===== config.mk =====
export PLATFORM = sky130hd
export DESIGN_NAME = qasu_ctrl
export DESIGN_NICKNAME = d
export VERILOG_FILES = /design/src/rtl/qasu_pkg.sv /design/src/rtl/qasu_ctrl.sv
export SDC_FILE = /design/constraint.sdc
export NUM_CORES = 1
export LEC_CHECK = 0
export BUFFER_PORTS_ARGS = -buffer_cell sky130_fd_sc_hd__clkbuf_2
export CAP_MARGIN = 30
export CORE_AREA = 10 10 47 49
export DETAILED_ROUTE_END_ITERATION = 8
export DIE_AREA = 0 0 57 59
export PLACE_DENSITY = 0.71
export SETUP_SLACK_MARGIN = 0.15
export SLEW_MARGIN = 20
export SYNTH_ARGS = -nofsm -noshare
export SYNTH_HDL_FRONTEND = slang
export SYNTH_SLANG_ARGS = --single-unit

===== constraint.sdc =====
create_clock -name clk_i -period 1.51 [get_ports clk_i]
set_input_delay 0.3775 -clock clk_i [delete_from_list [all_inputs] [get_ports clk_i]]
set_output_delay 0.3775 -clock clk_i [all_outputs]
set_load 0.02 [all_outputs]

===== src/rtl/qasu_pkg.sv =====
// Shared codes, types and the 2^-x table of the spin update block.
// No dependencies.
package qasu_pkg;

  localparam logic [2:0] MODE_WR_COUPLING = 3'd0;
  localparam logic [2:0] MODE_WR_BIAS     = 3'd1;
  localparam logic [2:0] MODE_WR_SPIN     = 3'd2;
  localparam logic [2:0] MODE_FLIP        = 3'd3;
  localparam logic [2:0] MODE_RD_SPIN     = 3'd4;

  localparam int CFG_IDX_W  = 3;
  localparam int CFG_DATA_W = 32;
  localparam logic [CFG_IDX_W-1:0] CFG_SPINS    = 3'd0;
  localparam logic [CFG_IDX_W-1:0] CFG_REPLICAS = 3'd1;
  localparam logic [CFG_IDX_W-1:0] CFG_WEIGHT   = 3'd2;
  localparam logic [CFG_IDX_W-1:0] CFG_COUPLING = 3'd3;
  localparam logic [CFG_IDX_W-1:0] CFG_BETA     = 3'd4;

  localparam int IN_TDATA_W  = 56;
  localparam int OUT_TDATA_W = 40;

  localparam logic [16:0] LOG2E_Q16 = 17'd94548;

  typedef enum logic [4:0] {
    OP_NONE, OP_WRITE, OP_RD_SELF, OP_RD_START, OP_ROW, OP_RD_NA, OP_RD_NB,
    OP_MUL_CL, OP_DE, OP_MUL_A0, OP_MUL_A1, OP_A_SUM, OP_MUL_E0, OP_MUL_E1,
    OP_E_SUM, OP_MUL_T, OP_DECIDE, OP_FLIP_WR
  } op_e;

  typedef struct packed {
    logic take;
    logic present;
    op_e  op;
  } ctl_cmd_t;

  typedef struct packed {
    logic flip_ok;
    logic row_last;
  } dp_stat_t;

  // round(2^(-i/16) * 65536)
  function automatic logic [16:0] pow2_tab(input logic [4:0] idx);
    logic [16:0] t;
    case (idx)
      5'd0:  t = 17'd65536;
      5'd1:  t = 17'd62757;
      5'd2:  t = 17'd60097;
      5'd3:  t = 17'd57549;
      5'd4:  t = 17'd55109;
      5'd5:  t = 17'd52773;
      5'd6:  t = 17'd50535;
      5'd7:  t = 17'd48393;
      5'd8:  t = 17'd46341;
      5'd9:  t = 17'd44376;
      5'd10: t = 17'd42495;
      5'd11: t = 17'd40693;
      5'd12: t = 17'd38968;
      5'd13: t = 17'd37316;
      5'd14: t = 17'd35734;
      5'd15: t = 17'd34219;
      default: t = 17'd32768;
    endcase
    return t;
  endfunction

endpackage


===== src/rtl/qasu_ctrl.sv =====
// Controller of the spin update block: sequences item load, stores, row walk
// and acceptance math. Uses qasu_pkg.
module qasu_ctrl (
  input  logic                clk_i,
  input  logic                rst_ni,
  input  logic                s_tvalid_i,
  output logic                s_tready_o,
  output logic                m_tvalid_o,
  input  logic                m_tready_i,
  input  qasu_pkg::dp_stat_t  stat_i,
  output qasu_pkg::ctl_cmd_t  cmd_o
);

  localparam logic [4:0] S_IDLE  = 5'd0;
  localparam logic [4:0] S_EXEC  = 5'd1;
  localparam logic [4:0] S_READ  = 5'd2;
  localparam logic [4:0] S_WAIT  = 5'd3;
  localparam logic [4:0] S_START = 5'd4;
  localparam logic [4:0] S_ROW   = 5'd5;
  localparam logic [4:0] S_NA    = 5'd6;
  localparam logic [4:0] S_NB    = 5'd7;
  localparam logic [4:0] S_MCL   = 5'd8;
  localparam logic [4:0] S_DE    = 5'd9;
  localparam logic [4:0] S_A0    = 5'd10;
  localparam logic [4:0] S_A1    = 5'd11;
  localparam logic [4:0] S_ASUM  = 5'd12;
  localparam logic [4:0] S_E0    = 5'd13;
  localparam logic [4:0] S_E1    = 5'd14;
  localparam logic [4:0] S_ESUM  = 5'd15;
  localparam logic [4:0] S_MT    = 5'd16;
  localparam logic [4:0] S_DEC   = 5'd17;
  localparam logic [4:0] S_FWR   = 5'd18;
  localparam logic [4:0] S_OUT   = 5'd19;

  logic [4:0] state_q, state_d;
  logic       valid_q, valid_d;
  logic       out_free;

  assign out_free   = !valid_q || m_tready_i;
  assign s_tready_o = (state_q == S_IDLE);
  assign m_tvalid_o = valid_q;

  always_comb begin
    state_d       = state_q;
    cmd_o.take    = 1'b0;
    cmd_o.present = 1'b0;
    cmd_o.op      = qasu_pkg::OP_NONE;
    valid_d       = valid_q && !m_tready_i;
    unique case (state_q)
      S_IDLE: begin
        if (s_tvalid_i) begin
          cmd_o.take = 1'b1;
          state_d    = S_EXEC;
        end
      end
      S_EXEC: begin
        cmd_o.op = qasu_pkg::OP_WRITE;
        state_d  = stat_i.flip_ok ? S_START : S_READ;
      end
      S_READ: begin
        cmd_o.op = qasu_pkg::OP_RD_SELF;
        state_d  = S_WAIT;
      end
      S_WAIT:  state_d = S_OUT;
      S_START: begin
        cmd_o.op = qasu_pkg::OP_RD_START;
        state_d  = S_ROW;
      end
      S_ROW: begin
        cmd_o.op = qasu_pkg::OP_ROW;
        if (stat_i.row_last) begin
          state_d = S_NA;
        end
      end
      S_NA: begin
        cmd_o.op = qasu_pkg::OP_RD_NA;
        state_d  = S_NB;
      end
      S_NB: begin
        cmd_o.op = qasu_pkg::OP_RD_NB;
        state_d  = S_MCL;
      end
      S_MCL: begin
        cmd_o.op = qasu_pkg::OP_MUL_CL;
        state_d  = S_DE;
      end
      S_DE: begin
        cmd_o.op = qasu_pkg::OP_DE;
        state_d  = S_A0;
      end
      S_A0: begin
        cmd_o.op = qasu_pkg::OP_MUL_A0;
        state_d  = S_A1;
      end
      S_A1: begin
        cmd_o.op = qasu_pkg::OP_MUL_A1;
        state_d  = S_ASUM;
      end
      S_ASUM: begin
        cmd_o.op = qasu_pkg::OP_A_SUM;
        state_d  = S_E0;
      end
      S_E0: begin
        cmd_o.op = qasu_pkg::OP_MUL_E0;
        state_d  = S_E1;
      end
      S_E1: begin
        cmd_o.op = qasu_pkg::OP_MUL_E1;
        state_d  = S_ESUM;
      end
      S_ESUM: begin
        cmd_o.op = qasu_pkg::OP_E_SUM;
        state_d  = S_MT;
      end
      S_MT: begin
        cmd_o.op = qasu_pkg::OP_MUL_T;
        state_d  = S_DEC;
      end
      S_DEC: begin
        cmd_o.op = qasu_pkg::OP_DECIDE;
        state_d  = S_FWR;
      end
      S_FWR: begin
        cmd_o.op = qasu_pkg::OP_FLIP_WR;
        state_d  = S_OUT;
      end
      S_OUT: begin
        // hold until the output register is free
        if (out_free) begin
          cmd_o.present = 1'b1;
          valid_d       = 1'b1;
          state_d       = S_IDLE;
        end
      end
      default: state_d = S_IDLE;
    endcase
  end

  always_ff @(posedge clk_i or negedge rst_ni) begin
    if (!rst_ni) begin
      state_q <= S_IDLE;
      valid_q <= 1'b0;
    end else begin
      state_q <= state_d;
      valid_q <= valid_d;
    end
  end

endmodule


==> results of run 1 <==
## synthesized netlist by cell type (2+ instances only)
master    number  share of area, %
inv_1          2               1.3
nand2b_1       2               2.2
nor2_2         3               3.3
buf_6          2               4.0
a21oi_1        4               3.5
nor2_1         5               3.3
buf_4          3               4.0
xnor2_1        2               3.1
o31ai_1        2               2.6
o21ai_0        2               1.8
nor3_1         3               2.6
nor2b_1        2               2.2
and3_1         3               3.3
nand2_1        2               1.3
dfrtp_1        6                26
nand3_1        4               3.5
## critical path, stage by stage, from the launching register on
cell and delay [ns]:
dfrtp_2 0.45, or2_4 0.28, nor2_4 0.10, mux2_4 0.31, buf_6 0.13
## power groups by stage
stage	sequential [uW]	clock [uW]	combinational [uW]
after floorplan	334	0	1210
after global placement	339	0	1700
after detailed placement	346	0	1720
after CTS	349	164	2090
after global routing	384	168	2660
final	373	162	2490
## routing by layer
| metal | part of all wire [%] | GRT usage [%] |
|---|---|---|
| met1 | 36 | 10.7 |
| met2 | 58 | 22.2 |
| met3 | 4.0 | 3.00 |
| met4 | 1.5 | 7.38 |
| met5 | 0 | 0 |
## through the flow
step / power (uW) / setup TNS (ns) / util (%)
after CTS: 2600 / -2.79 / 70.9
after global routing: 3210 / -3.29 / 80.3
after floorplan: 1540 / -0.117 / -
after detailed placement: 2070 / -0.822 / 58.4
final: 3030 / -2.82 / 80.3
after global placement: 2040 / -0.626 / 58.4
## cell families after synthesis
family,synth area share (%)
buffers and inverters,10.1
and+or+nand+nor,33.3
DFF,26.4
muxes,3.74
AOI/OAI and AO/OA,21.8
xor gates and xnor gates,4.63
## layout make-up
type | instances | area [um^2]
Clock buffer | 3 | 22.5
Fill cell | 85 | 277
Inverter | 2 | 7.51
Multi-Input combinational cell | 52 | 497
Sequential cell | 6 | 155
Tap cell | 16 | 20.0
Timing Repair Buffer | 48 | 423
## layout by cell type (no fill, tap or decap), types with 3 or more instances in the layout
master	instances
buf_4	26
buf_6	9
dfrtp_2	4
buf_8	3
clkbuf_2	6
clkbuf_4	3
nor2_1	3
clkbuf_8	3
nor2_4	4
a21oi_1	4
## flip-flops by register name (all words and copies together) (netlist names)
signal      count
m_tvalid_o      1
state_q         5
## timing repair
item	4_1_cts	5_1_grt
endpoints found under the hold margin	6	0
gates resized for setup	24	21
endpoints found under the setup margin	10	12
pin swaps	10	10
hold buffers	1	0
setup buffers	7	7
## final timing paths
check                                       startpoint                      to  slack [ns]  cells after the start
worst max register to register  state_q[2]$_DFFE_PN0P_  state_q[1]$_DFFE_PN0P_       -0.01                      8
min in group asynchronous                       rst_ni  state_q[0]$_DFFE_PN0P_        0.49                      2
worst max-delay path            state_q[2]$_DFFE_PN0P_                cmd_o[0]       -0.39                      4
worst min-delay path                        m_tready_i    m_tvalid_o$_DFF_PN0_        0.43                      3
worst min register to register    m_tvalid_o$_DFF_PN0_    m_tvalid_o$_DFF_PN0_        0.57                      2
max in group asynchronous                       rst_ni  state_q[3]$_DFFE_PN0P_        0.85                      2
==> out/qor.txt, run 1 <==
Distinct cells, synth: 35
count of input and output buffers: 14
Tmin final: 1.90 ns
Final Cycle Share: 126%
final layout net count: 119
Post-Syn Area: 568 um^2
post-route ant nets: 0
share of layout cells above drive strength 1: 72.1%
Fmax: 525 MHz
routability cong.: 0.882
initial antenna violation count: 0
Area growth, synth to finish: 98.0%
number of synthesized flops with an enable pin: 0
Die ar.: 3360 um^2
via count: 682
FP Rows: 14
Final Instance Count excl. Fillers: 127
Ports: 15
ys flop type: dfrtp_1
Ant. Diodes: 0
data arrival time of the worst path: 1.53 ns
placed instance area: 818 um^2
hpwl dp: 1300 um
Global Route Usage Sum: 11.7%
Starting Density: 40.5%
Clock power frac: 5.3%
PD cells: 2690 nW/um^2
Clock Path Buffers: 2
final hold viol count: 0
Yosys reg bits: 6
placed insts: 109
max cap viols: 0
post-detailed-route wirelength per cell: 16.2 um
total grt overflow: 0
maximum vdd drop: 1620 uV
Max Fanout on Critical Path: 5
asr flop ratio synth: 100%
unrepaired setup endpoints after global routing: yes
Final Max Tran Viols: 0
outcome: finished with violations
failing checks: negative setup slack
Synthesis Warnings: 0
root buf cell: clkbuf_4
Layout Skew: 0.00112 ns
Syn Nets: 72
WHS: 0.425 ns
sequential share of the synthesized area: 26.4%
htree depth: 1
Net Sw Power: 1320 uW
slew margin rel.: 76.8%
Setup Slack @ Placement: -0.208 ns
Syn Inst Count: 66
CP Launch Type: flip-flop
first drt pass iteration count: 4
Pleak: 0.000515 uW
final wirelength: 2060 um
final setup violation count: 9
1st-iter DRT viols: 7
worst skew pair latency: 0.25 ns
number of global-route vias before repair: 698
Post-Layout Inst Area: 1120 um^2
worst path required time: 1.13 ns
Pint: 1710 uW
Crit. End Element: output pin
largest net degree at the start of global routing: 10
Comb pwr share: 82.3%
die height: 59 um
DRC Markers: 0
Crit Path Class: flip-flop to output pin
setup ws final: -0.395 ns
via/cell ratio: 5.37
CTS Buf Count: 3
first-pass GRT wire length: 3110 um
Reg clk slew, reported paths: 0.05 ns
CTS tree: built
die width: 57 um
Clock Sinks: 6
switching share of total power: 43.6%
sequential power share: 12.3%
Hold WC Path Type: input pin to flip-flop
worst-margin pin slew: 0.345 ns
core box area: 1400 um^2
Mean Syn Cell Area: 8.61 um^2
No activity file was read; power rests on OpenSTA's default activity.
==> inputs of run 2 (changes only) <==
ABC_AREA = 1   (was unset)
PLACE_DENSITY = 0.68   (was 0.71)
==> run 2 against run 1 <==
Effect of this change: the run still ends with negative setup slack left; final cell count is 7.9% higher; via count is 4.1% higher; fmax is 5.9% higher.
==> out/qor.txt, run 2 <==
hpwl dp: 1250 um (was 1300 um)
final hold viol count: 0 (unchanged)
htree depth: 1 (unchanged)
failing checks: negative setup slack (unchanged)
1st-iter DRT viols: 4 (was 7)
Starting Density: 37.7% (was 40.5%)
setup ws final: -0.289 ns (was -0.395 ns)
switching share of total power: 52.0% (was 43.6%)
commonest non-fill, non-tap cell in the layout: buf_4 (unchanged)
Clock Sinks: 6 (unchanged)
post-route ant nets: 0 (unchanged)
worst path required time: 1.13 ns (about the same)
count of input and output buffers: 14 (unchanged)
via count: 710 (was 682)
outcome: finished with violations (unchanged)
die width: 57 um (unchanged)
Biggest register: state_q (unchanged)
Crit Path Class: flip-flop to output pin (unchanged)
CTS tree: built (unchanged)
PD cells: 2340 nW/um^2 (was 2690 nW/um^2)
Pint: 1060 uW (was 1710 uW)
Net Sw Power: 1140 uW (was 1320 uW)
Yosys reg bits: 6 (unchanged)
Hold Crit Start: s_tvalid_i (was m_tready_i)
DRC Markers: 0 (unchanged)
total grt overflow: 0 (unchanged)
most instantiated library cell after synthesis: nand2_1 (was dfrtp_1)
first drt pass iteration count: 4 (unchanged)
Area growth, synth to finish: 77.7% (was 98.0%)
Reg clk slew, reported paths: 0.04 ns (was 0.05 ns)
worst-margin pin slew: 0.211 ns (was 0.345 ns)
max reg flops: 5 (unchanged)
maximum vdd drop: 1410 uV (was 1620 uV)
crit-path cells: nand2_2, nor2_4, nand2_4, o21ai_2, nor2_1, nand4_1, clkbuf_8 (was or2_4, nor2_4, mux2_4, buf_6)
unrepaired setup endpoints after global routing: yes (unchanged)
slew margin rel.: 86.0% (was 76.8%)
Max Fanout on Critical Path: 4 (was 5)
data arrival time of the worst path: 1.42 ns (was 1.53 ns)
Clock Path Buffers: 2 (unchanged)
first-pass GRT wire length: 2790 um (was 3110 um)
Syn Inst Count: 87 (was 66)
Final Instance Count excl. Fillers: 137 (was 127)
top cells by area, synth: dfrtp_1 28%, nand2_1 16%, inv_1 8.5%, nor2_1 8.5%, nand2_2 7.1% (was dfrtp_1 26%, buf_4 4.0%, buf_6 4.0%, a21oi_1 3.5%, nand3_1 3.5%)
placed insts: 124 (was 109)
Post-synth top cells: 22 x nand2_1, 12 x inv_1, 12 x nor2_1 (was 6 x dfrtp_1, 5 x nor2_1, 4 x a21oi_1, 4 x nand3_1)
asr flop ratio synth: 100% (unchanged)
final setup violation count: 10 (was 9)
largest net degree at the start of global routing: 9 (was 10)
hold path endpoint: state_q[0]$_DFFE_PN0P_ (was m_tvalid_o$_DFF_PN0_)
slowest CP cell: dfrtp_2 (unchanged)
Final Max Tran Viols: 0 (unchanged)
Syn Nets: 93 (was 72)
FP Rows: 14 (unchanged)
reg2reg end: state_q[2]$_DFFE_PN0P_ (was state_q[1]$_DFFE_PN0P_)
Die ar.: 3360 um^2 (unchanged)
share of layout cells above drive strength 1: 60.3% (was 72.1%)
final wirelength: 1860 um (was 2060 um)
Clock power frac: 6.4% (was 5.3%)
Fmax: 556 MHz (was 525 MHz)
sequential power share: 16.0% (was 12.3%)
final layout net count: 129 (was 119)
# fillers: 111 (was 85)
max cap viols: 0 (unchanged)
core box area: 1400 um^2 (unchanged)
ys flop type: dfrtp_1 (unchanged)
Synthesis Warnings: 0 (unchanged)
r2r setup slk: -0.16 ns (was -0.01 ns)
Global Route Usage Sum: 10.0% (was 11.7%)
Ports: 15 (unchanged)
post-detailed-route wirelength per cell: 13.6 um (was 16.2 um)
CP max stage delay: 0.44 ns (was 0.45 ns)
Worst R2R Path Depth: 10 (was 8)
Comb pwr share: 77.6% (was 82.3%)
number of global-route vias before repair: 698 (unchanged)
Post-Syn Area: 528 um^2 (was 568 um^2)
worst skew pair latency: 0.24 ns (was 0.25 ns)
die height: 59 um (unchanged)
sequential share of the synthesized area: 28.4% (was 26.4%)
Ant. Diodes: 0 (unchanged)
Pleak: 0.000521 uW (was 0.000515 uW)
number of synthesized flops with an enable pin: 0 (unchanged)
most frequent cells in the layout: 19 x buf_4, 15 x nand2_1, 8 x nand2_2, 8 x nor2_1 (was 26 x buf_4, 9 x buf_6, 6 x clkbuf_2)
Layout Skew: 0.00270 ns (was 0.00112 ns)
Hold WC Path Type: input pin to flip-flop (unchanged)
via/cell ratio: 5.18 (was 5.37)
Distinct cells, synth: 15 (was 35)
routability cong.: 0.916 (was 0.882)
Tmin final: 1.80 ns (was 1.90 ns)
Mean Syn Cell Area: 6.07 um^2 (was 8.61 um^2)
Synth area leader: dfrtp_1 (unchanged)
FF-to-FF Start: state_q[4]$_DFFE_PN0P_ (was state_q[2]$_DFFE_PN0P_)
cell depth of the worst hold path: 3 (unchanged)
CP Launch Type: flip-flop (unchanged)
CTS Buf Count: 3 (unchanged)
root buf cell: clkbuf_4 (unchanged)
post-synth top area share: 28.4% (was 26.4%)
Crit. End Element: output pin (unchanged)
Final Cycle Share: 119% (was 126%)
Util after Layout: 67.0% (was 80.3%)
initial antenna violation count: 0 (unchanged)
==> run 2: changes by cell type after synthesis, sizes merged, moves of 3 or more <==
cell   change
nor3       -3
and3       -3
o31ai      -3
nand4      +5
buf        -5
nand2     +26
o21ai      +3
inv       +13
nor2       +7
==> run 2: cell families after synthesis <==
logic type / share of synthesized area [%]
buf+inv: 12.1
flops: 28.4
simple gates: 46.7
compound gates: 12.8
==> run 2: final cells by class <==
type	instances	area [um^2]	share of cell area, %
Tap cell	16	20.0	2.13
Clock buffer	3	22.5	2.40
Inverter	15	58.8	6.27
Timing Repair Buffer	32	264	28.1
Sequential cell	6	155	16.5
Multi-Input combinational cell	65	418	44.5
==> run 2: critical path: cells and delay by family, from the launching register on <==
family                 cells  cell delay (ns)
buffers and inverters      1             0.17
AOI/OAI and AO/OA          1             0.06
and+or+nand+nor            5             0.50
DFF                        1             0.44
==> run 2: through the flow <==
step	setup TNS [ns]	hold slack, ns	worst slack [ns]	power [uW]	instance area, um^2
2_1_floorplan	0	0.0819	0.0786	1140	556
4_1_cts	-1.65	0.440	-0.259	1920	847
3_3_place_gp	-0.0145	0.208	-0.00791	1530	698
5_1_grt	-2.70	0.496	-0.350	2370	938
6_report	-2.12	0.451	-0.289	2200	938
3_5_place_dp	-0.106	0.209	-0.0605	1540	698
==> run 2: worst max path at each step <==
| stage | start | endpoint | slack [ns] |
|---|---|---|---|
| 2_1_floorplan | state_q[3]$_DFFE_PN0P_ | cmd_o[2] | 0.08 |
| 3_3_place_gp | state_q[3]$_DFFE_PN0P_ | cmd_o[2] | -0.008 |
| 3_5_place_dp | state_q[3]$_DFFE_PN0P_ | cmd_o[1] | -0.06 |
| 4_1_cts | state_q[3]$_DFFE_PN0P_ | cmd_o[2] | -0.26 |
| 5_1_grt | state_q[3]$_DFFE_PN0P_ | cmd_o[2] | -0.35 |
| 6_report | state_q[3]$_DFFE_PN0P_ | cmd_o[1] | -0.29 |
==> run 2: routing by layer <==
| metal | routed length [um] | vias to the layer above | GRT usage, % | share of wire, % |
|---|---|---|---|---|
| met3 | 78 | 6 | 3.22 | 4.2 |
| met2 | 1040 | 18 | 19.1 | 56 |
| met1 | 696 | 333 | 10.2 | 37 |
| met4 | 48 | 0 | 3.02 | 2.6 |
| met5 | 0 | - | 0 | 0 |
| li1 | - | 353 | - | - |
==> run 2: what timing repair did <==
| item | CTS | global route |
|---|---|---|
| hold buffers | 1 | 0 |
| buffers inserted | 7 | 2 |
| resized for setup | 17 | 27 |
| hold endpoints to repair | 6 | 0 |
| pin swaps | 7 | 1 |
| setup endpoints to repair | 8 | 11 |
==> run 2: power groups by stage <==
stage / sequential (uW) / combinational, uW / clock, uW
CTS: 333 / 1450 / 147
global route: 361 / 1850 / 159
floorplan: 303 / 841 / 0
finish: 351 / 1710 / 141
detailed placement: 326 / 1210 / 0
global placement: 323 / 1210 / 0
==> inputs of run 3 (changes only) <==
PLACE_DENSITY = 0.66   (was 0.68)
clock period = 2.23 ns   (was 1.51 ns; I/O delays follow)
==> run 3 against run 2 <==
Effect of this change: non-clock buffer count down 15; critical endpoint is now cmd_o[3]; the flow now finishes without violations; largest power group unchanged; first-iteration DRC count rose to 4.8 times the previous value; via count down 15%.
==> out/qor.txt, run 3 (same netlist as run 2, synthesis figures left out) <==
Final Cycle Share: 91.9%
outcome: finished clean (was finished with violations)
final hold viol count: 0 (unchanged)
core box area: 1400 um^2 (unchanged)
routability cong.: 0.894 (was 0.916)
most frequent cells in the layout: 21 x nand2_1, 13 x clkbuf_2, 10 x nor2_1 (was 19 x buf_4, 15 x nand2_1, 8 x nand2_2, 8 x nor2_1)
die width: 57 um (unchanged)
unrepaired setup endpoints after global routing: yes (unchanged)
DRC Markers: 0 (unchanged)
CTS Hold Bufs: 0 (was 1)
Crit. End Element: output pin (unchanged)
total grt overflow: 0 (unchanged)
Clock power frac: 9.1% (was 6.4%)
Layout Skew: 0.00497 ns (was 0.00270 ns)
first-pass GRT wire length: 2480 um (was 2790 um)
count of input and output buffers: 14 (unchanged)
worst path required time: 1.67 ns (was 1.13 ns)
setup_tns: 0 ns (was -2.12 ns)
Crit Path Class: flip-flop to output pin (unchanged)
slew margin rel.: 84.5% (was 86.0%)
Starting Density: 37.7% (unchanged)
Pleak: 0.000404 uW (was 0.000521 uW)
CP top delay family: flip-flops (was simple AND/OR/NAND/NOR gates)
initial antenna violation count: 0 (unchanged)
Net Sw Power: 640 uW (was 1140 uW)
Pint: 496 uW (was 1060 uW)
top routing layer used: met4 (unchanged)
number of global-route vias before repair: 601 (was 698)
Ant. Diodes: 0 (unchanged)
Global Route Usage Sum: 8.93% (was 10.0%)
M1 WL: 669 um (was 696 um)
first drt pass iteration count: 4 (unchanged)
# fillers: 154 (was 111)
via count: 607 (was 710)
worst path bufs/invs: 1 (unchanged)
commonest non-fill, non-tap cell in the layout: nand2_1 (was buf_4)
sequential power share: 20.1% (was 16.0%)
final setup violation count: 0 (was 10)
Biggest register: state_q (unchanged)
share of layout cells above drive strength 1: 41.5% (was 60.3%)
Final Max Tran Viols: 0 (unchanged)
Hold WC Path Type: input pin to async pin (was input pin to flip-flop)
setup ws final: 0.182 ns (was -0.289 ns)
Fmax: 488 MHz
Max Fanout on Critical Path: 4 (unchanged)
max reg flops: 5 (unchanged)
placed instance area: 611 um^2 (was 698 um^2)
final wirelength: 1540 um (was 1860 um)
Clock Path Buffers: 2 (unchanged)
Clock Sinks: 6 (unchanged)
data arrival time of the worst path: 1.49 ns (was 1.42 ns)
total chip power: 1140 uW (was 2200 uW)
Ports: 15 (unchanged)
post-detailed-route wirelength per cell: 12.6 um (was 13.6 um)
Die ar.: 3360 um^2 (unchanged)
Setup Slack @ Placement: 0.401 ns (was -0.0605 ns)
Area growth, synth to finish: 32.0% (was 77.7%)
largest net degree at the start of global routing: 9 (unchanged)
WL met2: 756 um (was 1040 um)
CP max stage delay: 0.43 ns (was 0.44 ns)
maximum vdd drop: 573 uV (was 1410 uV)
hpwl dp: 1170 um (was 1250 um)
max cap viols: 0 (unchanged)
Tmin final: 2.05 ns
1st-iter DRT viols: 19 (was 4)
FP Rows: 14 (unchanged)
post-route ant nets: 0 (unchanged)
worst-margin pin slew: 0.232 ns (was 0.211 ns)
slowest CP cell: dfrtp_1 (was dfrtp_2)
root buf cell: clkbuf_4 (unchanged)
most used cell, CP: nand2_1
switching share of total power: 56.4% (was 52.0%)
Comb pwr share: 70.8% (was 77.6%)
die height: 59 um (unchanged)
Post-Layout Inst Area: 697 um^2 (was 938 um^2)
CTS tree: built (unchanged)
via/cell ratio: 4.98 (was 5.18)
Reg clk slew, reported paths: 0.05 ns (was 0.04 ns)
CTS Buf Count: 3 (unchanged)
CP Launch Type: flip-flop (unchanged)
wire length on met3: 94 um (was 78 um)
PD cells: 1630 nW/um^2 (was 2340 nW/um^2)
worst skew pair latency: 0.25 ns (was 0.24 ns)
WHS: 0.139 ns (was 0.451 ns)
htree depth: 1 (unchanged)
crit-path cells: nand2_1, nor2_4, nand2_1, o21ai_2, a21oi_2, nand3_1, buf_4 (was nand2_2, nor2_4, nand2_4, o21ai_2, nor2_1, nand4_1, clkbuf_8)
final layout net count: 114 (was 129)
-- run 3: cell type report --
cell class	instances	area [um^2]	share of cell area (%)
tap	16	20.0	2.87
multi-input combinational	65	352	50.4
inverter	15	56.3	8.08
sequential	6	151	21.7
timing repair buffer	17	95.1	13.6
clock buffer	3	22.5	3.23
-- run 3: per-stage QoR --
stage	util [%]	std cells
2_1_floorplan	-	87
3_3_place_gp	43.6	116
3_5_place_dp	43.6	116
4_1_cts	45.5	119
5_1_grt	49.7	122
6_report	49.7	122
-- run 3: power groups by stage --
stage | sequential, uW | clock (uW) | combinational, uW
finish | 228 | 104 | 804
global route | 236 | 118 | 895
CTS | 217 | 110 | 714
detailed placement | 213 | 0 | 706
global placement | 210 | 0 | 703
floorplan | 198 | 0 | 540
-- run 3: worst paths after layout --
check,endpoint,slack (ns),depth (start not counted),from
min reg2reg,m_tvalid_o$_DFF_PN0_,0.54,2,m_tvalid_o$_DFF_PN0_
min,state_q[3]$_DFFE_PN0P_,0.14,1,rst_ni
max reg2reg,state_q[1]$_DFFE_PN0P_,0.91,8,state_q[3]$_DFFE_PN0P_
max,cmd_o[3],0.18,7,state_q[3]$_DFFE_PN0P_
max in group asynchronous,state_q[4]$_DFFE_PN0P_,1.90,1,rst_ni
min in group clk_i,m_tvalid_o$_DFF_PN0_,0.54,2,m_tvalid_o$_DFF_PN0_
-- run 3: per-layer routing --
layer	GRT usage, %	up-vias
met5	0	-
met4	5.37	0
met3	3.43	2
met2	14.4	19
met1	9.71	271
li1	-	315
-- run 3: what timing repair did --
item | 4_1_cts | 5_1_grt
setup buffers | 0 | 3
pin swaps | 0 | 1
resized for setup | 1 | 14
hold endpoints to repair | 0 | 0
endpoints found under the setup margin | 2 | 4
